File: src/rtl/core/fpl2_pkg.sv
package fpl2_pkg;

	localparam int unsigned VALUE_W = 31;
	localparam int unsigned LOG_W   = 21;
	// signed integer part of the log, covers -32..+31
	localparam int unsigned INT_W   = 6;

	typedef enum logic [3:0] {
		ST_IDLE   = 4'b0001,
		ST_NORM   = 4'b0010,
		ST_SQUARE = 4'b0100,
		ST_FINISH = 4'b1000
	} state_t;

endpackage

File: src/rtl/core/fpl2_sqr.sv
module fpl2_sqr #(
	parameter int unsigned ZW = 17
) (
	input  logic            clk,
	input  logic            en,
	input  logic [ZW-1:0]   operand,
	output logic [2*ZW-1:0] product
);

	logic [2*ZW-1:0] product_q;

	always_ff @(posedge clk) begin
		if (en) begin
			product_q <= operand * operand;
		end
	end

	assign product = product_q;

endmodule

File: src/rtl/core/fixed_point_log2_top.sv
// Base-2 logarithm of an unsigned fixed-point operand, FRACT_BITS fraction bits in and out.
// The operand is masked to its low DATA_WIDTH-1 bits; a zero operand skips normalization
// and squaring and returns invalid=1 and log_out=0. Any other request is captured, then
// normalized by a one-bit shifter, one bit per step (|msb position - FRACT_BITS| steps, at
// most the larger of FRACT_BITS and DATA_WIDTH-2-FRACT_BITS), then runs rounds 0 to
// FRACT_BITS on the shared squaring multiplier before the output register is loaded; a
// result still held in the output register stalls the load. A finished result waits in
// the output register, so the next request is taken while it is still pending. The result
// is truncated and log_out keeps the low 21 bits of the two's complement logarithm.
module fixed_point_log2_top #(
	parameter int unsigned FRACT_BITS = 16,
	parameter int unsigned DATA_WIDTH = 32
) (
	input  logic                               clk,
	input  logic                               arst_n,
	input  logic                               in_valid,
	output logic                               in_ready,
	input  logic [fpl2_pkg::VALUE_W-1:0]       value_in,
	output logic                               out_valid,
	input  logic                               out_ready,
	output logic signed [fpl2_pkg::LOG_W-1:0]  log_out,
	output logic                               invalid
);

	localparam int unsigned XW    = (DATA_WIDTH - 1 > FRACT_BITS + 2) ?
		DATA_WIDTH - 1 : FRACT_BITS + 2;
	localparam int unsigned ZW    = FRACT_BITS + 1;
	localparam int unsigned RW    = $clog2(FRACT_BITS + 1);
	localparam int unsigned ACC_W = FRACT_BITS + fpl2_pkg::INT_W;
	localparam logic signed [fpl2_pkg::INT_W-1:0] INT_ONE =
		{{(fpl2_pkg::INT_W-1){1'b0}}, 1'b1};

	fpl2_pkg::state_t state_q;

	logic [XW-1:0]                       x_q;
	logic signed [fpl2_pkg::INT_W-1:0]   intg_q;
	logic [FRACT_BITS-1:0]               frac_q;
	logic [RW-1:0]                       round_q;
	logic                                zero_q;
	logic                                out_valid_q;
	logic signed [fpl2_pkg::LOG_W-1:0]   log_q;
	logic                                invalid_q;

	logic                                sq_en;
	logic [ZW-1:0]                       sq_operand;
	logic [2*ZW-1:0]                     sq_product;
	logic                                ge2;
	logic [ZW-1:0]                       z_next;
	logic                                last_round;
	logic                                out_free;
	logic signed [ACC_W-1:0]             acc_s;
	logic signed [63:0]                  acc_ext;

	fpl2_sqr #(.ZW(ZW)) u_sqr (
		.clk     (clk),
		.en      (sq_en),
		.operand (sq_operand),
		.product (sq_product)
	);

	// product / 2^F reaching 2 shows up as the top product bit
	assign ge2        = sq_product[2*FRACT_BITS+1];
	assign z_next     = ge2 ? sq_product[2*FRACT_BITS+1:FRACT_BITS+1]
	                        : sq_product[2*FRACT_BITS:FRACT_BITS];
	assign last_round = (round_q == RW'(FRACT_BITS));
	assign sq_en      = (state_q == fpl2_pkg::ST_SQUARE) && !last_round;
	assign sq_operand = (round_q == '0) ? x_q[FRACT_BITS:0] : z_next;
	assign out_free   = !out_valid_q || out_ready;

	assign acc_s   = {intg_q, frac_q};
	assign acc_ext = 64'(acc_s);

	assign in_ready  = (state_q == fpl2_pkg::ST_IDLE);
	assign out_valid = out_valid_q;
	assign log_out   = log_q;
	assign invalid   = invalid_q;

	always_ff @(posedge clk or negedge arst_n) begin
		if (!arst_n) begin
			state_q     <= fpl2_pkg::ST_IDLE;
			round_q     <= '0;
			out_valid_q <= 1'b0;
		end else begin
			if (state_q == fpl2_pkg::ST_FINISH && out_free) begin
				out_valid_q <= 1'b1;
			end else if (out_ready) begin
				out_valid_q <= 1'b0;
			end
			case (state_q)
				fpl2_pkg::ST_IDLE: begin
					if (in_valid) begin
						state_q <= (value_in[DATA_WIDTH-2:0] == '0) ?
							fpl2_pkg::ST_FINISH : fpl2_pkg::ST_NORM;
					end
				end
				fpl2_pkg::ST_NORM: begin
					if (x_q[XW-1:FRACT_BITS] == '0) begin
					end else if (x_q[XW-1:FRACT_BITS+1] != '0) begin
					end else begin
						state_q <= fpl2_pkg::ST_SQUARE;
						round_q <= '0;
					end
				end
				fpl2_pkg::ST_SQUARE: begin
					if (last_round) begin
						state_q <= fpl2_pkg::ST_FINISH;
					end else begin
						round_q <= round_q + 1'b1;
					end
				end
				fpl2_pkg::ST_FINISH: begin
					if (out_free) begin
						state_q <= fpl2_pkg::ST_IDLE;
					end
				end
				default: begin
					state_q <= fpl2_pkg::ST_IDLE;
				end
			endcase
		end
	end

	always_ff @(posedge clk) begin
		case (state_q)
			fpl2_pkg::ST_IDLE: begin
				if (in_valid) begin
					x_q    <= XW'(value_in[DATA_WIDTH-2:0]);
					zero_q <= (value_in[DATA_WIDTH-2:0] == '0);
					intg_q <= '0;
					frac_q <= '0;
				end
			end
			fpl2_pkg::ST_NORM: begin
				if (x_q[XW-1:FRACT_BITS] == '0) begin
					x_q    <= x_q << 1;
					intg_q <= intg_q - INT_ONE;
				end else if (x_q[XW-1:FRACT_BITS+1] != '0) begin
					x_q    <= x_q >> 1;
					intg_q <= intg_q + INT_ONE;
				end
			end
			fpl2_pkg::ST_SQUARE: begin
				// round 0 only launches the first square
				if (round_q != '0) begin
					frac_q <= (frac_q << 1) | FRACT_BITS'(ge2);
				end
			end
			fpl2_pkg::ST_FINISH: begin
				if (out_free) begin
					log_q     <= zero_q ? '0 : acc_ext[fpl2_pkg::LOG_W-1:0];
					invalid_q <= zero_q;
				end
			end
			default: begin
			end
		endcase
	end

	a_norm_range: assert property (@(posedge clk) disable iff (!arst_n)
		(state_q == fpl2_pkg::ST_SQUARE && round_q == '0) |->
			(x_q[XW-1:FRACT_BITS] == 1))
		else $error("squaring started on an operand outside [1,2)");

	a_norm_nonzero: assert property (@(posedge clk) disable iff (!arst_n)
		(state_q == fpl2_pkg::ST_NORM) |-> (x_q != '0))
		else $error("normalizer running on a zero operand");

	a_round_bound: assert property (@(posedge clk) disable iff (!arst_n)
		(state_q == fpl2_pkg::ST_SQUARE) |-> (round_q <= RW'(FRACT_BITS)))
		else $error("squaring round count overran");

	a_invalid_zero: assert property (@(posedge clk) disable iff (!arst_n)
		(out_valid && invalid) |-> (log_out == '0))
		else $error("invalid result carries a nonzero log");

	a_finish_loads: assert property (@(posedge clk) disable iff (!arst_n)
		(state_q == fpl2_pkg::ST_FINISH && out_free) |=> out_valid)
		else $error("finished request did not reach the output register");

endmodule

File: config.mk
export PLATFORM = sky130hd
export DESIGN_NAME = fixed_point_log2_top
export DESIGN_NICKNAME = d
export VERILOG_FILES = /design/src/rtl/core/fpl2_pkg.sv /design/src/rtl/core/fpl2_sqr.sv /design/src/rtl/core/fixed_point_log2_top.sv
export SDC_FILE = /design/constraint.sdc
export NUM_CORES = 1
export LEC_CHECK = 0
export BUFFER_PORTS_ARGS = -buffer_cell sky130_fd_sc_hd__buf_2
export CAP_MARGIN = 10
export CORE_MARGIN = 2
export CORE_UTILIZATION = 64
export DETAILED_ROUTE_END_ITERATION = 12
export PLACE_DENSITY = 0.84
export SYNTH_ARGS = -nofsm -noshare
export SYNTH_HDL_FRONTEND = slang
export SYNTH_SLANG_ARGS = --single-unit
File: constraint.sdc
create_clock -name clk -period 9.2 [get_ports clk]
set_clock_uncertainty 0.2 [all_clocks]
set_input_delay 2.3 -clock clk [delete_from_list [all_inputs] [get_ports clk]]
set_output_delay 2.3 -clock clk [all_outputs]
set_load 0.05 [all_outputs]
==> flow_metrics.env <==
export IMPL_status="finished, final reports clean"
export IMPL_synth_async_reset_ratio=0.0971
export IMPL_clk_latency_ns=0.35
export IMPL_synthAdderAreaFrac=0.417
export IMPL_wl_um=27200
export IMPL_syn_area_per_cell_sq_um=9.85
export IMPL_grt_pass1_wl_um=46200
export IMPL_critPathKind="reg -> reg"
export IMPL_syn_nets=1587
export IMPL_dieWidth_um=143
export IMPL_worstReg2RegStart="round_q[0]"
export IMPL_layout_min_cycle_time_ns=8.31
export IMPL_synth_seq_cells=103
export IMPL_met2_wirelength_um=14000
export IMPL_synth_edf_count=93
export IMPL_antenna_found_initial=0
export IMPL_synth_top_area_cell="fa_1"
export IMPL_yosysMostFrequentCell="inv_1"
export IMPL_synth_compound_area_frac=0.0627
export IMPL_synthMuxAreaShare=0.0251
export IMPL_max_freq_mhz=120
export IMPL_vias=8771
export IMPL_timing_final_ws_setup_ns=0.893
export IMPL_vias_per_cell=5.60
export IMPL_setup_tns_ns=0
export IMPL_cts_buffers=9
export IMPL_grt_start_max_net_pins=52
export IMPL_drt_iter0_markers=735
export IMPL_pre_cts_ws_ns=1.02
export IMPL_cts_hold_buf=0
export IMPL_synth_top_family_by_area="adder cells"
export IMPL_yosysSeqAreaShare=0.246
export IMPL_crit_path_end_kind="flip-flop"
export IMPL_rows=50
export IMPL_dpl_hpwl_um=21900
export IMPL_ctsHtreeMaxLevel=3
export IMPL_area_growth_pct=7.40
export IMPL_first_pass_iters=5
export IMPL_cts_clk_slew_worst_paths_ns=0.07
export IMPL_synth_area_leaders="fa_1 (31%), edfxtp_1 (23%), ha_1 (11%)"
export IMPL_hold_viol=0
export IMPL_portBuffers=58
export IMPL_fin_nets=1633
export IMPL_netlist_instances=1254
export IMPL_synthFlopType="edfxtp_1"
export IMPL_hp_class="reg -> reg"
export IMPL_clk_path_buf_depth=2
export IMPL_synth_distinct_cells=53
export IMPL_clockRootBuffer="clkbuf_16"
export IMPL_n_fill_cell=1331
export IMPL_cp_required_ns=9.10
export IMPL_cts_setup_buffers=0
export IMPL_rsz0062_at_grt="false"
export IMPL_wl_met1_um=10700
export IMPL_hp_start="x_q[19]"
export IMPL_routabilityCongestion=0.946
export IMPL_cts_tree="yes"
export IMPL_drive_gt1_frac=0.0820
export IMPL_crit_arrival_ns=8.21
export IMPL_syn_cell_area_sq_mm=0.0124
export IMPL_track_usage=0.290
export IMPL_drc=0
export IMPL_wl_per_cell_um=17.4
export IMPL_hold_path_depth=2
export IMPL_maxSlewViolCount=0
export IMPL_grt_overflow=0
export IMPL_synth_top_cells_by_count="inv_1 (274), fa_1 (189), nand2_1 (175)"
export IMPL_synth_xor_area_frac=0.0255
export IMPL_grt_pass1_vias=9722
export IMPL_critPathMaxFanout=39
export IMPL_synth_warnings=0
export IMPL_period_share=0.903
export IMPL_crit_path_start_kind="flip-flop"
export IMPL_ff2ff_path_depth=26
export IMPL_r2r_end="u_sqr.product[33]"
export IMPL_cts_sinks=103
export IMPL_synth_simple_area_share=0.127
export IMPL_met3RoutedLength_um=1700
export IMPL_top_layer="met4"
export IMPL_worstMarginPinSlew_ns=1.07
export IMPL_rrSetupSlack_ns=0.89
export IMPL_slew_headroom=0.289
export IMPL_max_cap_violations=0
export IMPL_die_area_sq_mm=0.0204
export IMPL_ant_nets=0
export IMPL_post_cts_resized=0
export IMPL_die_h_um=143
export IMPL_synth_top_area_frac=0.306
export IMPL_setup_viol=0
export IMPL_ios=59
export IMPL_hold_end="x_q[18]"
export IMPL_num_antenna_cells=0
export IMPL_core_sq_mm=0.0188
export IMPL_initial_core_util=0.656
registers in the layout, summed over array words and instances, names as in the netlist:
register,flops
x_q,31
state_q,4
invalid,1
frac_q,16
intg_q,5
log_out,21
round_q,5
out_valid,1
u_sqr.product,18
zero_q,1
through the flow:
stage | instance area (sq um) | hold WS, ns | utilization | instances
2_1_floorplan | 12400 | 0.270 | - | 1254
3_3_place_gp | 12900 | 0.316 | 0.688 | 1549
3_5_place_dp | 12900 | 0.329 | 0.688 | 1549
4_1_cts | 13300 | 0.347 | 0.705 | 1565
5_1_grt | 13300 | 0.365 | 0.705 | 1565
6_report | 13300 | 0.342 | 0.705 | 1565
kinds of logic (layout without fill, tap and decap cells):
kind of cell,after synthesis,count (layout)
AOI/OAI and AO/OA,118,118
muxes,31,31
buffers and inverters,316,367
and+or+nand+nor,352,352
adders and majority gates,298,298
DFF,103,103
xor gates and xnor gates,36,36
cell type report:
type                            count  area, sq um  share of cell area
Clock inverter                      7         97.6             0.00735
Clock buffer                        9          225              0.0170
Multi-Input combinational cell    835         8140               0.613
Timing Repair Buffer               72          395              0.0298
Sequential cell                   103         3040               0.229
Inverter                          279         1050              0.0789
Tap cell                          260          325              0.0245
worst max-delay path: stages (launching register included):
cell and delay [ns]:
dfrtp_1 0.39, inv_1 0.09, ha_1 0.22, nor4b_2 0.16, buf_4 0.25, o21ai_2 0.51, clkinv_1 0.45, nor2_1 0.40
fa_1 0.46, inv_1 0.08, fa_1 0.45, fa_1 0.53, inv_1 0.06, fa_1 0.49, fa_1 0.51, inv_1 0.05
fa_1 0.47, inv_1 0.04, ha_1 0.35, a21oi_1 0.17, o21bai_1 0.12, a311oi_1 0.45, a211oi_4 0.14, a311oi_1 0.55
o31ai_2 0.16, a21oi_1 0.21, xnor2_1 0.09
layout by cell type, fill, tap and decap left out, drive strengths merged, types with 2 or more instances in the layout:
master  Yosys  final
ha        109    109
and2        2      2
or2         2      2
nor4       11     11
nor3        8      8
nor2b      32     32
a21o       14     14
a21oi      29     29
o21a       15     15
xnor2      23     23
buf         8     72
o21ai      40     40
fa        189    189
o31ai       2      2
or4         2      2
a41oi       2      2
dfrtp       9      9
nor3b       2      2
a21boi      2      2
and3       18     18
nand4       7      7
xor2       13     13
edfxtp     93     93
clkinv      4      6
nor2       80     80
mux2i      31     31
or4b        2      2
inv       275    279
a211oi      2      2
nand2     175    175
o211ai      4      4
clkbuf     29      9
nor4b       3      3
a311oi      3      3
nand3       7      7
worst max-delay path by stage:
stage	from	endpoint	slack, ns	cells past startpoint
floorplan	round_q[0]	u_sqr.product[33]	1.72	27
global placement	round_q[0]	u_sqr.product[33]	1.36	27
detailed placement	round_q[0]	u_sqr.product[33]	1.02	27
CTS	round_q[0]	u_sqr.product[33]	0.97	27
global route	round_q[0]	u_sqr.product[33]	0.42	28
finish	round_q[0]	u_sqr.product[33]	0.89	26
metal layers:
| metal | vias up | GRT usage |
|---|---|---|
| li1 | 4024 | - |
| met1 | 4335 | 0.366 |
| met2 | 331 | 0.513 |
| met3 | 81 | 0.0456 |
| met4 | 0 | 0.0974 |
| met5 | - | 0 |
Power is left out: the tool's default activity adds up to more than one toggle a clock period on the data nets, which glitch-free logic cannot reach.
